## config.mk

```make
export PLATFORM = sky130hd
export DESIGN_NAME = audio_level_meter_vad
export DESIGN_NICKNAME = d
export VERILOG_FILES = /design/src/rtl/alm_pkg.sv /design/src/rtl/audio_level_meter_vad.sv /design/src/rtl/alm_regs.sv /design/src/rtl/alm_div.sv
export SDC_FILE = /design/constraint.sdc
export NUM_CORES = 2
export LEC_CHECK = 0
export ABC_AREA = 1
export BUFFER_PORTS_ARGS = -buffer_cell sky130_fd_sc_hd__buf_2
export CORE_MARGIN = 2
export CORE_UTILIZATION = 31
export CTS_CLUSTER_SIZE = 28
export DETAILED_ROUTE_END_ITERATION = 10
export GPL_TIMING_DRIVEN = 0
export PLACE_DENSITY = 0.41
export SLEW_MARGIN = 20
export SYNTH_ARGS = -nofsm -noshare
export SYNTH_HDL_FRONTEND = slang
export SYNTH_SLANG_ARGS = --single-unit
```

## constraint.sdc

```tcl
create_clock -name clk -period 9.81 [get_ports clk]
set_clock_uncertainty 0.2 [all_clocks]
set_input_delay 0.4905 -clock clk [delete_from_list [all_inputs] [get_ports clk]]
set_output_delay 0.4905 -clock clk [all_outputs]
set_load 0.005 [all_outputs]
```

## src/rtl/alm_pkg.sv

```systemverilog
// Package for the audio level meter: payload types, register map, constants and FSM states.
package alm_pkg;

    localparam int MAX_FRAME_SAMPLES_DEF = 1024;
    localparam int DIVIDEND_W            = 42;
    localparam int DIVISOR_W             = 17;
    localparam int PROD_W                = 66;
    localparam int SQRT_STEPS            = 17;
    localparam int LOG_STEPS             = 16;
    localparam int ITER_W                = 5;
    localparam int ADDR_W                = 5;
    localparam logic [39:0] SQ_MAX       = 40'hFF_FFFF_FFFF;
    localparam logic [32:0] DB_PER_LOG2_Q16 = 33'd394566;

    localparam logic signed [15:0] SILENCE_DB_RST      = -16'sd25600;
    localparam logic signed [15:0] LEVEL_FLOOR_DB_RST  = -16'sd15360;
    localparam logic signed [15:0] SPEAKING_ON_DB_RST  = -16'sd10752;
    localparam logic signed [15:0] SPEAKING_OFF_DB_RST = -16'sd12288;
    localparam logic [15:0]        SMOOTHING_ALPHA_RST = 16'd22938;

    localparam logic [2:0] REG_SILENCE_DB      = 3'd0;
    localparam logic [2:0] REG_LEVEL_FLOOR_DB  = 3'd1;
    localparam logic [2:0] REG_SPEAKING_ON_DB  = 3'd2;
    localparam logic [2:0] REG_SPEAKING_OFF_DB = 3'd3;
    localparam logic [2:0] REG_SMOOTHING_ALPHA = 3'd4;

    typedef struct packed {
        logic signed [15:0] sample;
        logic               last_sample;
        logic               empty_frame;
    } in_t;

    typedef struct packed {
        logic               frame_valid;
        logic [16:0]        rms;
        logic [15:0]        peak;
        logic signed [15:0] level_db;
        logic signed [15:0] smooth_db;
        logic [16:0]        level;
        logic               speaking;
    } out_t;

    typedef struct packed {
        logic signed [15:0] silence_db;
        logic signed [15:0] level_floor_db;
        logic signed [15:0] speaking_on_db;
        logic signed [15:0] speaking_off_db;
        logic [15:0]        smoothing_alpha;
    } cfg_t;

    typedef enum logic [3:0] {
        S_IDLE,
        S_ACC,
        S_RMS_GO,
        S_RMS_WAIT,
        S_SQRT,
        S_NORM,
        S_LOG_MUL,
        S_LOG_SQ,
        S_DB_MUL,
        S_DB,
        S_SM_MUL,
        S_SM,
        S_LVL_CHK,
        S_LVL_GO,
        S_LVL_WAIT,
        S_FIN
    } state_t;

endpackage

```

## src/rtl/audio_level_meter_vad.sv

```systemverilog
// Top level: frame RMS / peak / dB level meter with smoothed dB and speaking flag.
//
// Usage: PCM samples enter on the sample channel (valid/ready), the last one of a
// frame flagged by last_sample; a lone transaction with empty_frame set stands for
// a frame with no samples. One result transaction per frame leaves on the result
// channel. Configuration goes through the APB port while the block is idle; the
// user must keep to that, as the block itself does not enforce it. A sample is
// accepted, then squared through the shared multiplier and added, before the
// next one is taken. At frame end the sequencer runs a divide, a square root,
// up to 16 normalize steps, the log2 squaring and the smoothing, plus a divide
// for the level when it lies strictly between the bounds. An empty frame goes
// straight to the smoothing. sample_ready is low during this work.
// The result sits in an output register; a stalled receiver holds it there and
// the block keeps accepting samples, waiting only to deliver the next result.
// Reset clears the accumulators, the smoothing history and the speaking flag and
// loads the register defaults.
module audio_level_meter_vad #(
    parameter int MAX_FRAME_SAMPLES = alm_pkg::MAX_FRAME_SAMPLES_DEF
) (
    input  logic                        clk,
    input  logic                        rst_n,
    input  logic                        sample_valid,
    output logic                        sample_ready,
    input  alm_pkg::in_t                sample_data,
    output logic                        result_valid,
    input  logic                        result_ready,
    output alm_pkg::out_t               result_data,
    input  logic                        psel,
    input  logic                        penable,
    input  logic                        pwrite,
    input  logic [alm_pkg::ADDR_W-1:0]  paddr,
    input  logic [31:0]                 pwdata,
    output logic [31:0]                 prdata,
    output logic                        pready
);

    localparam int CNT_W = $clog2(MAX_FRAME_SAMPLES + 1);
    localparam logic [CNT_W-1:0] CNT_MAX = CNT_W'(MAX_FRAME_SAMPLES);

    alm_pkg::cfg_t   cfg;
    alm_pkg::state_t state_reg, state_next;

    logic [39:0]                  sum_reg;
    logic [CNT_W-1:0]             count_reg;
    logic [15:0]                  peak_reg;
    logic                         last_reg;
    logic                         prev_valid_reg;
    logic signed [15:0]           prev_s_reg;
    logic                         spk_reg;

    logic                         fvalid_reg;
    logic [16:0]                  rms_reg;
    logic [15:0]                  peak_out_reg;
    logic signed [15:0]           db_reg;
    logic signed [15:0]           s_reg;
    logic [16:0]                  level_reg;
    logic [33:0]                  sq_val_reg;
    logic [18:0]                  sq_rem_reg;
    logic [16:0]                  norm_reg;
    logic [4:0]                   shift_reg;
    logic [30:0]                  y_reg;
    logic [15:0]                  frac_reg;
    logic [alm_pkg::ITER_W-1:0]   iter_reg;
    logic signed [alm_pkg::PROD_W-1:0] prod_reg;

    logic                         result_valid_reg;
    alm_pkg::out_t                result_reg;

    logic signed [32:0]           mul_a, mul_b;
    logic                         div_start, div_busy;
    logic [alm_pkg::DIVIDEND_W-1:0] div_dividend, div_quotient;
    logic [alm_pkg::DIVISOR_W-1:0]  div_divisor;

    logic [16:0]                  mag;
    logic [40:0]                  sum_add;
    logic [20:0]                  sq_r2;
    logic [20:0]                  sq_trial;
    logic                         sq_ge;
    logic [31:0]                  yy;
    logic [20:0]                  neg;
    logic [39:0]                  db_rnd;
    logic signed [16:0]           diff_db;
    logic signed [alm_pkg::PROD_W-1:0] sm_t;
    logic signed [16:0]           num, span;
    logic                         spk_new;
    logic                         out_free;

    alm_regs u_regs (
        .clk     (clk),
        .rst_n   (rst_n),
        .psel    (psel),
        .penable (penable),
        .pwrite  (pwrite),
        .paddr   (paddr),
        .pwdata  (pwdata),
        .prdata  (prdata),
        .pready  (pready),
        .cfg     (cfg)
    );

    alm_div u_div (
        .clk      (clk),
        .rst_n    (rst_n),
        .start    (div_start),
        .dividend (div_dividend),
        .divisor  (div_divisor),
        .busy     (div_busy),
        .quotient (div_quotient)
    );

    assign mag      = sample_data.sample[15] ? 17'(-{sample_data.sample[15], sample_data.sample})
                                             : {1'b0, sample_data.sample};
    assign sum_add  = {1'b0, sum_reg} + {10'd0, prod_reg[30:0]};
    assign sq_r2    = {sq_rem_reg, sq_val_reg[33:32]};
    assign sq_trial = {2'b00, rms_reg, 2'b01};
    assign sq_ge    = sq_r2 >= sq_trial;
    assign yy       = prod_reg[61:30];
    assign neg      = {shift_reg, 16'd0} - {5'd0, frac_reg};
    assign db_rnd   = prod_reg[39:0] + 40'h80_0000;
    assign diff_db  = {db_reg[15], db_reg} - {prev_s_reg[15], prev_s_reg};
    assign sm_t     = prod_reg + alm_pkg::PROD_W'(32768);
    assign num      = {s_reg[15], s_reg} - {cfg.level_floor_db[15], cfg.level_floor_db};
    assign span     = -{cfg.level_floor_db[15], cfg.level_floor_db};
    assign spk_new  = spk_reg ? (s_reg >= cfg.speaking_off_db) : (s_reg >= cfg.speaking_on_db);
    assign out_free = !result_valid_reg || result_ready;

    assign result_valid = result_valid_reg;
    assign result_data  = result_reg;

    // next state
    always_comb
    begin
        state_next = state_reg;
        unique case (state_reg)
            alm_pkg::S_IDLE:     if (sample_valid)
                                 begin
                                     state_next = sample_data.empty_frame ? alm_pkg::S_SM_MUL
                                                                          : alm_pkg::S_ACC;
                                 end
            alm_pkg::S_ACC:      state_next = last_reg ? alm_pkg::S_RMS_GO : alm_pkg::S_IDLE;
            alm_pkg::S_RMS_GO:   state_next = alm_pkg::S_RMS_WAIT;
            alm_pkg::S_RMS_WAIT: if (!div_busy) state_next = alm_pkg::S_SQRT;
            alm_pkg::S_SQRT:     if (iter_reg == alm_pkg::ITER_W'(alm_pkg::SQRT_STEPS - 1))
                                     state_next = alm_pkg::S_NORM;
            alm_pkg::S_NORM:     if (norm_reg == '0) state_next = alm_pkg::S_SM_MUL;
                                 else if (norm_reg[16]) state_next = alm_pkg::S_LOG_MUL;
            alm_pkg::S_LOG_MUL:  state_next = alm_pkg::S_LOG_SQ;
            alm_pkg::S_LOG_SQ:   state_next = (iter_reg == alm_pkg::ITER_W'(alm_pkg::LOG_STEPS - 1))
                                              ? alm_pkg::S_DB_MUL : alm_pkg::S_LOG_MUL;
            alm_pkg::S_DB_MUL:   state_next = alm_pkg::S_DB;
            alm_pkg::S_DB:       state_next = alm_pkg::S_SM_MUL;
            alm_pkg::S_SM_MUL:   state_next = alm_pkg::S_SM;
            alm_pkg::S_SM:       state_next = alm_pkg::S_LVL_CHK;
            alm_pkg::S_LVL_CHK:  state_next = (num <= 0 || num >= span) ? alm_pkg::S_FIN
                                                                        : alm_pkg::S_LVL_GO;
            alm_pkg::S_LVL_GO:   state_next = alm_pkg::S_LVL_WAIT;
            alm_pkg::S_LVL_WAIT: if (!div_busy) state_next = alm_pkg::S_FIN;
            alm_pkg::S_FIN:      if (out_free) state_next = alm_pkg::S_IDLE;
            default:             state_next = alm_pkg::S_IDLE;
        endcase
    end

    // outputs of the sequencer: handshake, divider launch, multiplier operands
    always_comb
    begin
        sample_ready = 1'b0;
        div_start    = 1'b0;
        div_dividend = {sum_reg, 2'b00};
        div_divisor  = alm_pkg::DIVISOR_W'(count_reg);
        mul_a        = {16'd0, mag};
        mul_b        = {16'd0, mag};
        unique case (state_reg)
            alm_pkg::S_IDLE:
            begin
                sample_ready = 1'b1;
            end
            alm_pkg::S_RMS_GO:
            begin
                div_start = 1'b1;
            end
            alm_pkg::S_LVL_GO:
            begin
                div_start    = 1'b1;
                div_dividend = {10'd0, num[15:0], 16'd0};
                div_divisor  = span;
            end
            alm_pkg::S_LOG_MUL:
            begin
                mul_a = {2'b00, y_reg};
                mul_b = {2'b00, y_reg};
            end
            alm_pkg::S_DB_MUL:
            begin
                mul_a = {12'd0, neg};
                mul_b = alm_pkg::DB_PER_LOG2_Q16;
            end
            alm_pkg::S_SM_MUL:
            begin
                mul_a = {17'd0, cfg.smoothing_alpha};
                mul_b = {{16{diff_db[16]}}, diff_db};
            end
            default: ;
        endcase
    end

    always_ff @(posedge clk or negedge rst_n)
    begin
        if (!rst_n)
        begin
            state_reg        <= alm_pkg::S_IDLE;
            sum_reg          <= '0;
            count_reg        <= '0;
            peak_reg         <= '0;
            prev_valid_reg   <= 1'b0;
            prev_s_reg       <= '0;
            spk_reg          <= 1'b0;
            result_valid_reg <= 1'b0;
        end
        else
        begin
            state_reg <= state_next;
            if (state_reg == alm_pkg::S_FIN && out_free)
            begin
                result_valid_reg <= 1'b1;
            end
            else if (result_valid_reg && result_ready)
            begin
                result_valid_reg <= 1'b0;
            end
            unique case (state_reg)
                alm_pkg::S_IDLE:
                begin
                    if (sample_valid && !sample_data.empty_frame && mag[15:0] > peak_reg)
                    begin
                        peak_reg <= mag[15:0];
                    end
                end
                alm_pkg::S_ACC:
                begin
                    if (count_reg < CNT_MAX)
                    begin
                        sum_reg   <= sum_add[40] ? alm_pkg::SQ_MAX : sum_add[39:0];
                        count_reg <= count_reg + 1'b1;
                    end
                end
                alm_pkg::S_RMS_GO:
                begin
                    sum_reg   <= '0;
                    count_reg <= '0;
                    peak_reg  <= '0;
                end
                alm_pkg::S_FIN:
                begin
                    if (out_free)
                    begin
                        prev_valid_reg   <= fvalid_reg;
                        prev_s_reg       <= s_reg;
                        spk_reg          <= spk_new;
                    end
                end
                default: ;
            endcase
        end
    end

    always_ff @(posedge clk)
    begin
        prod_reg <= mul_a * mul_b;
        unique case (state_reg)
            alm_pkg::S_IDLE:
            begin
                last_reg <= sample_data.last_sample;
                if (sample_data.empty_frame)
                begin
                    fvalid_reg   <= 1'b0;
                    rms_reg      <= '0;
                    peak_out_reg <= '0;
                    db_reg       <= cfg.silence_db;
                end
            end
            alm_pkg::S_RMS_GO:
            begin
                fvalid_reg   <= 1'b1;
                peak_out_reg <= peak_reg;
            end
            alm_pkg::S_RMS_WAIT:
            begin
                sq_val_reg <= div_quotient[33:0];
                sq_rem_reg <= '0;
                rms_reg    <= '0;
                iter_reg   <= '0;
            end
            alm_pkg::S_SQRT:
            begin
                sq_val_reg <= {sq_val_reg[31:0], 2'b00};
                sq_rem_reg <= sq_ge ? 19'(sq_r2 - sq_trial) : sq_r2[18:0];
                rms_reg    <= {rms_reg[15:0], sq_ge};
                iter_reg   <= iter_reg + 1'b1;
                norm_reg   <= {rms_reg[15:0], sq_ge};
                shift_reg  <= '0;
            end
            alm_pkg::S_NORM:
            begin
                iter_reg <= '0;
                frac_reg <= '0;
                y_reg    <= {norm_reg, 14'd0};
                if (norm_reg == '0)
                begin
                    db_reg <= cfg.silence_db;
                end
                else if (!norm_reg[16])
                begin
                    norm_reg  <= {norm_reg[15:0], 1'b0};
                    shift_reg <= shift_reg + 1'b1;
                end
            end
            alm_pkg::S_LOG_SQ:
            begin
                iter_reg <= iter_reg + 1'b1;
                frac_reg <= {frac_reg[14:0], yy[31]};
                y_reg    <= yy[31] ? yy[31:1] : yy[30:0];
            end
            alm_pkg::S_DB:
            begin
                db_reg <= 16'(-db_rnd[39:24]);
            end
            alm_pkg::S_SM:
            begin
                s_reg <= prev_valid_reg ? 16'(prev_s_reg + 16'(sm_t >>> 16)) : db_reg;
            end
            alm_pkg::S_LVL_CHK:
            begin
                level_reg <= (num <= 0) ? 17'd0 : 17'd65536;
            end
            alm_pkg::S_LVL_WAIT:
            begin
                level_reg <= div_quotient[16:0];
            end
            alm_pkg::S_FIN:
            begin
                if (out_free)
                begin
                    result_reg.frame_valid <= fvalid_reg;
                    result_reg.rms         <= rms_reg;
                    result_reg.peak        <= peak_out_reg;
                    result_reg.level_db    <= db_reg;
                    result_reg.smooth_db   <= s_reg;
                    result_reg.level       <= level_reg;
                    result_reg.speaking    <= spk_new;
                end
            end
            default: ;
        endcase
    end

endmodule

```

## src/rtl/alm_regs.sv

```systemverilog
// APB configuration register file for the level meter.
module alm_regs (
    input  logic                        clk,
    input  logic                        rst_n,
    input  logic                        psel,
    input  logic                        penable,
    input  logic                        pwrite,
    input  logic [alm_pkg::ADDR_W-1:0]  paddr,
    input  logic [31:0]                 pwdata,
    output logic [31:0]                 prdata,
    output logic                        pready,
    output alm_pkg::cfg_t               cfg
);

    alm_pkg::cfg_t cfg_reg;
    logic [2:0]    idx;
    logic          wr;

    assign idx    = paddr[4:2];
    assign wr     = psel && penable && pwrite;
    assign pready = 1'b1;
    assign cfg    = cfg_reg;

    always_ff @(posedge clk or negedge rst_n)
    begin
        if (!rst_n)
        begin
            cfg_reg.silence_db      <= alm_pkg::SILENCE_DB_RST;
            cfg_reg.level_floor_db  <= alm_pkg::LEVEL_FLOOR_DB_RST;
            cfg_reg.speaking_on_db  <= alm_pkg::SPEAKING_ON_DB_RST;
            cfg_reg.speaking_off_db <= alm_pkg::SPEAKING_OFF_DB_RST;
            cfg_reg.smoothing_alpha <= alm_pkg::SMOOTHING_ALPHA_RST;
        end
        else if (wr)
        begin
            unique case (idx)
                alm_pkg::REG_SILENCE_DB:      cfg_reg.silence_db      <= pwdata[15:0];
                alm_pkg::REG_LEVEL_FLOOR_DB:  cfg_reg.level_floor_db  <= pwdata[15:0];
                alm_pkg::REG_SPEAKING_ON_DB:  cfg_reg.speaking_on_db  <= pwdata[15:0];
                alm_pkg::REG_SPEAKING_OFF_DB: cfg_reg.speaking_off_db <= pwdata[15:0];
                alm_pkg::REG_SMOOTHING_ALPHA: cfg_reg.smoothing_alpha <= pwdata[15:0];
                default: ;
            endcase
        end
    end

    always_comb
    begin
        unique case (idx)
            alm_pkg::REG_SILENCE_DB:      prdata = {{16{cfg_reg.silence_db[15]}},
                                                    cfg_reg.silence_db};
            alm_pkg::REG_LEVEL_FLOOR_DB:  prdata = {{16{cfg_reg.level_floor_db[15]}},
                                                    cfg_reg.level_floor_db};
            alm_pkg::REG_SPEAKING_ON_DB:  prdata = {{16{cfg_reg.speaking_on_db[15]}},
                                                    cfg_reg.speaking_on_db};
            alm_pkg::REG_SPEAKING_OFF_DB: prdata = {{16{cfg_reg.speaking_off_db[15]}},
                                                    cfg_reg.speaking_off_db};
            alm_pkg::REG_SMOOTHING_ALPHA: prdata = {16'd0, cfg_reg.smoothing_alpha};
            default:                      prdata = 32'd0;
        endcase
    end

endmodule

```

## src/rtl/alm_div.sv

```systemverilog
// Iterative restoring divider, one quotient bit per cycle.
module alm_div (
    input  logic                               clk,
    input  logic                               rst_n,
    input  logic                               start,
    input  logic [alm_pkg::DIVIDEND_W-1:0]     dividend,
    input  logic [alm_pkg::DIVISOR_W-1:0]      divisor,
    output logic                               busy,
    output logic [alm_pkg::DIVIDEND_W-1:0]     quotient
);

    localparam int CNT_W = $clog2(alm_pkg::DIVIDEND_W);
    localparam logic [CNT_W-1:0] LAST = CNT_W'(alm_pkg::DIVIDEND_W - 1);

    logic                             busy_reg;
    logic [CNT_W-1:0]                 cnt_reg;
    logic [alm_pkg::DIVIDEND_W-1:0]   quo_reg;
    logic [alm_pkg::DIVISOR_W-1:0]    rem_reg;
    logic [alm_pkg::DIVISOR_W-1:0]    div_reg;
    logic [alm_pkg::DIVISOR_W:0]      shifted;
    logic [alm_pkg::DIVISOR_W:0]      diff;
    logic                             ge;

    assign shifted  = {rem_reg, quo_reg[alm_pkg::DIVIDEND_W-1]};
    assign diff     = shifted - {1'b0, div_reg};
    assign ge       = shifted >= {1'b0, div_reg};
    assign busy     = busy_reg;
    assign quotient = quo_reg;

    always_ff @(posedge clk or negedge rst_n)
    begin
        if (!rst_n)
        begin
            busy_reg <= 1'b0;
            cnt_reg  <= '0;
        end
        else if (start)
        begin
            busy_reg <= 1'b1;
            cnt_reg  <= '0;
        end
        else if (busy_reg)
        begin
            cnt_reg <= cnt_reg + 1'b1;
            if (cnt_reg == LAST)
            begin
                busy_reg <= 1'b0;
            end
        end
    end

    always_ff @(posedge clk)
    begin
        if (start)
        begin
            quo_reg <= dividend;
            rem_reg <= '0;
            div_reg <= divisor;
        end
        else if (busy_reg)
        begin
            quo_reg <= {quo_reg[alm_pkg::DIVIDEND_W-2:0], ge};
            rem_reg <= ge ? diff[alm_pkg::DIVISOR_W-1:0] : shifted[alm_pkg::DIVISOR_W-1:0];
        end
    end

endmodule

```

; Yosys cells after proc, flatten, opt, wreduce, memory -nomap -nowiden
; Cells that the tools add are included.
[op_classes]
addsub = 16
mul = 1
magnitude_cmp = 8
n_eq_ne = 34
n_mux = 63
n_reduce_logical = 41
[op_table]
columns = operator, n
row1 = 32-bit case mux with 5 select lines, 1
row2 = 42-bit 2-to-1 mux, 3
row3 = 17-bit 2-to-1 mux, 6
row4 = 33-bit case mux with 3 select lines, 1
row5 = 16-bit case mux with 2 select lines, 3
row6 = 31-bit case mux with 3 select lines, 1
row7 = 16-bit 2-to-1 mux, 5
row8 = 40-bit 2-to-1 mux, 2
row9 = 40-bit case mux with 2 select lines, 1
row10 = 17-bit case mux with 2 select lines, 2
row11 = 34-bit case mux with 2 select lines, 1
row12 = 4-bit case mux with 16 select lines, 1
row13 = 32-bit by 33-bit multiplier with 62-bit output, 1
row14 = 31-bit case mux with 2 select lines, 1
row15 = 17-bit case mux with 3 select lines, 1
row16 = 16-bit case mux with 3 select lines, 1
row17 = 40-bit by 31-bit adder with 41-bit output, 1
row18 = 40-bit by 24-bit adder with 40-bit output (second input constant), 1
row19 = 19-bit case mux with 2 select lines, 1
row20 = 4-bit 2-to-1 mux, 9
row21 = 17-bit negator, 2
row22 = 16-bit by 16-bit subtractor with 17-bit output, 2
row23 = 32-bit by 17-bit adder with 32-bit output (second input constant), 1
row24 = 4-bit equality test (second input constant), 8
row25 = 48 further kinds, 107
[totals]
ff_bits = 610
in_bits = 62
output_inout_bits = 119
elab_cells = 205

; Longest topological paths before layout
[depth]
ltp_word = 6
mapped_depth = 48
ltp_nobuf = 46

; Cells and area by module
; A second synthesis with hierarchy kept.
[unflattened]
cells_unflattened = 8508
area_unflattened_um2 = 71091.9
[modules_own_cells]
columns = mod, n_inst, cells_per_inst, area_per_inst_um2, seq_area_each_um2
row1 = audio_level_meter_vad, 1, 7443, 62218.4, 12351.8
row2 = alm_div, 1, 574, 4574.4, 2287.2
row3 = alm_regs, 1, 491, 4299.1, 2030.7

; Least setup slack after synthesis
; Ideal clock, no wire load.
[synth_timing]
kind = reg2reg
startpoint = register db_reg[3]
endpoint = register prod_reg[61] in the netlist's numbering
setup_ps = 118
arrival_time_ps = 8336
required_time_ps = 9492
path_slack_ps = 1156
stages_incl_launch_ff = 38
n_path_buf = 1
synth_period_minus_slack_ps = 8654
cell_sequence = edfxtp_1 -> ha_1 -> a21oi_2 -> nand2_1 -> a21boi_2 -> nor2_2 -> o21ai_2 -> nand2_1 -> nand3_1 -> nand2_1 -> nand2_2 -> nand2_4 -> buf_4 -> nor2_1 -> inv_1 -> fa_1 -> inv_1 -> fa_1 -> (+2 left out) -> fa_1 -> inv_1 -> fa_1 -> fa_1 -> fa_1 -> inv_1 -> fa_1 -> inv_1 -> ha_1 -> a21oi_1 -> inv_1 -> a31oi_1 -> o21ai_0 -> a21oi_1 -> o21ai_0 -> a21oi_1 -> nand2_1 -> xnor2_1
[synth_via]
elab_chain_cells = 3
[synth_rtl]
columns = item, line_no
row1 = start: declaration, audio_level_meter_vad.sv:54  ; logic signed [15:0] db_reg;
row2 = start signal: assignment, audio_level_meter_vad.sv:278  ; db_reg <= cfg.silence_db;
row3 = start signal: assignment, audio_level_meter_vad.sv:309  ; db_reg <= cfg.silence_db;
row4 = start signal: assignment, audio_level_meter_vad.sv:325  ; db_reg <= 16'(-db_rnd[39:24]);
row5 = 16-bit by 16-bit subtractor with 17-bit output, audio_level_meter_vad.sv:120  ; assign diff_db = {db_reg[15], db_reg} - {prev_s_reg[15], prev_s_reg};
row6 = 33-bit case mux with 3 select lines, audio_level_meter_vad.sv:172  ; unique case (state_reg)
row7 = 32-bit by 33-bit multiplier with 62-bit output, audio_level_meter_vad.sv:268  ; prod_reg <= mul_a * mul_b;
row8 = end signal: assignment, audio_level_meter_vad.sv:268
row9 = end: declaration, audio_level_meter_vad.sv:64  ; logic signed [alm_pkg::PROD_W-1:0] prod_reg;
; Every way passes these cells.
; A chain may end at the register's enable or synchronous reset.

; Worst setup path in the final report
[layout_timing]
startpoint = register state_reg[0]
endpoint = register prod_reg[35] in the netlist's numbering
[layout_via]
elab_chain_cells = 3
word_cells_on_any_way = 6
cone_classes = mul: 1 / eq/ne: 3 / mux: 2
[layout_rtl]
columns = item, line_no
row1 = start: declaration, audio_level_meter_vad.sv:41  ; alm_pkg::state_t state_reg, state_next;
row2 = start signal: assignment, audio_level_meter_vad.sv:210  ; state_reg <= alm_pkg::S_IDLE;
row3 = start signal: assignment, audio_level_meter_vad.sv:221  ; state_reg <= state_next;
row4 = 4-bit equality test / 4-bit by 3-bit equality test with 1-bit output (equally long branches), audio_level_meter_vad.sv:172
row5 = 31-bit case mux with 3 select lines / 33-bit case mux with 3 select lines (equally long branches), audio_level_meter_vad.sv:172
row6 = 32-bit by 33-bit multiplier with 62-bit output (*), audio_level_meter_vad.sv:268
; Mark *: on every way between the ends. The rest lies on a longest branch, timed or not.

==> results.md <==
* Die area at 226,500 um2
* Area taken by multi-input logic gates at 45,710 um2
* Synthesized flop and latch total at 610
* CP most frequent cell: fa_1
* Vias in the first global route at 58,670
* Status: complete, no violations
* Yosys Warn Count at 0
* Post-synth EDFFs at 354
* Fillers at 23,390
* Dpl hpwl at 240.1 mm
* Mapped cell area at 69,050 um2
* Final wirelength at 286.4 mm
* Top post-synthesis cells by area: fa_1, edfxtp_1, inv_1
* Post-layout instance area at 78,880 um2
* Period utilization at 99.30%
* WL met2 at 132.7 mm
* Max incr delay on CP at 810 ps
* Share of cells above drive strength 1 at 10.36%
* Clk buf depth at 3
* # DRC at 0
* DR vias at 56,620
* R2r startpoint: state_reg[0]
* CTS root buf: clkbuf_16
* Most used DFF post-synth: edfxtp_1
* Reg-to-Reg End: prod_reg[35]
* Initial Util at 31.12%
* Top routing layer in use: met5
* Required time of the critical path at 10,190 ps
* Area growth, synth to finish at 14.24%
* RSZ-0062 raised after global routing: true
* WP data arrival at 10,130 ps
* Core area at 221,900 um2
* Nets at 9,972
* Vias per inst at 4.905
* Max reg flops at 84
* Antenna violations before repair at 15
* Placement Rows at 173
* Reg2reg path depth at 36
* Hold Path Class: primary input to flip-flop
* Synth cell count leaders: inv_1, nand2_1, fa_1, nor2_1, o21ai_0
* DRT Pass-1 Iters at 5
* CTS tree: done
* Final Hold Vio Count at 0
* Die Wd at 475.9 um
* Number of clock sinks at 610
* Most instantiated library cell after synthesis: inv_1
* Biggest area consumer among synthesized cells: fa_1
* MaxCap Viol Count at 0
* Die H at 475.9 um
* Reg area at 16,670 um2
* Clk_lat worst skew at 710 ps
* Share of the synthesized area in the top cell type at 30.04%
* CP Max Fanout at 10
* Register-to-register setup slack at 70 ps
* Async set-reset flop share out of synthesis at 29.02%
* Critical path class: flip-flop to flip-flop
* Final Setup Violations at 0
* Critical Path Sink: prod_reg[35]
* FMAX at 102.7 MHz
* Slew @ Worst Pin at 1279 ps
* # IOs at 181
* Min Tclk post-route at 9741 ps
* Pin count of the biggest net entering global routing at 85
* Count of different cell masters after synthesis at 74
* Post-Synthesis Cells at 8,116
* Routability Congestion at 0.9523
* First-pass GRT wire length at 414.8 mm
* Rel. slew slack at 14.20%
* Endpoint class of the critical path: flip-flop
* H-tree depth at 3
* Total CTS buffers at 77
* Initial DRC count at 4,297
* CP startpoint kind: flip-flop
* Critical-path top delay cell: a211oi_1
* Port bufs at 160
* Post-route ant nets at 0
* Wire length on met3 at 14.24 mm
* All-Layer GR Usage at 25.40%
* Worst Setup SP: state_reg[0]
* Mapped Avg Cell Area at 8.507 um2
* Max-slew violations at 0
* Register area share after synthesis at 24.14%
* Metal-1 WL at 129.1 mm
* Overflow after GRT at 0
* Placed cell areas at 74,040 um2
* CTS clk-pin slew, worst paths at 60 ps
* WL/cell at 24.81 um
[cell usage in the layout (no fill, tap or decap), types with 38 or more instances in the layout]
cell type,synthesis,layout
dfxtp_1,79,79
a21oi_1,271,258
clkbuf_16,0,80
fa_1,1036,1000
buf_4,49,129
o211ai_1,38,38
nand2_1,1612,1593
o21ai_0,399,385
xor2_1,112,106
nand3_1,245,237
xnor2_1,57,55
nor3_1,63,55
clkbuf_1,102,111
ha_1,377,343
dfrtp_1,154,151
a31oi_1,53,47
nand4_1,56,56
inv_1,1673,1656
buf_2,92,224
nor2_1,916,884
edfxtp_1,354,354
[area by class of cell]
| class | instances | area share [%] |
|---|---|---|
| Clock inverter | 38 | 0.6076 |
| Sequential cell | 610 | 21.14 |
| Buffer | 259 | 1.959 |
| Timing Repair Buffer | 280 | 2.622 |
| Tap cell | 2975 | 4.719 |
| Inverter | 1718 | 8.271 |
| Antenna cell | 6 | 0.01904 |
| Clock buffer | 106 | 2.711 |
| Multi-Input combinational cell | 5551 | 57.95 |
[worst max-delay path: cells and delay by family, from the launching register on]
| kind | cells | cell delay [ps] |
|---|---|---|
| simple gates | 7 | 1100 |
| buf+inv | 12 | 1430 |
| compound gates | 7 | 1900 |
| flops | 1 | 430 |
| xor+xnor | 1 | 190 |
| fa+ha+maj | 9 | 4370 |
[logic make-up after synthesis]
kind of cell             synth area share (%)
flip-flops                              24.14
AND/OR/NAND/NOR                         17.75
other                                 0.01088
adder cells (fa/ha/maj)                 36.87
XOR/XNOR                                2.191
buffers and inverters                   11.36
AO/OA/AOI/OAI                           7.682
[metal layers]
layer  vias up  GRT usage (%)
met2      1633          41.42
li1      25740              -
met3       322          2.492
met1     28920          35.43
met5         -              0
met4         2          8.131
[metrics by stage]
step	hold slack [ps]	std cells	TNS [ps]	worst slack (ps)	utilization [%]
after floorplan	-5.091	8141	0	1156	-
after global placement	203.7	11280	-43020	-1517	33.20
after detailed placement	145.2	11290	-41110	-1527	33.37
after CTS	89.05	11500	0	2.087	35.13
after global routing	170.8	11540	-241.2	-142.8	35.55
final	163.3	11540	0	68.82	35.55
[worst min-delay path by stage]
stage | slack (ps) | cells after the start | end | from
after floorplan | -5 | 0 | count_reg[0] | rst_n
after global placement | 200 | 0 | result_data[1] | level_reg[0]
after detailed placement | 150 | 1 | count_reg[5] | rst_n
after CTS | 90 | 4 | peak_reg[3] | sample_data[5]
after global routing | 170 | 4 | peak_reg[2] | sample_data[4]
final | 160 | 5 | u_regs.cfg[32] | paddr[2]
[what timing repair did]
item / 4_1_cts / 5_1_grt
pin swaps: 18 / 37
hold buffers: 21 / 0
setup endpoints to repair: 48 / 41
resized for setup: 172 / 160
gates cloned: 1 / 1
setup buffers: 44 / 39
hold endpoints to repair: 174 / 0
Power is not shown: default switching activity piles up to over one toggle a cycle in this logic, so the estimate is an artifact.
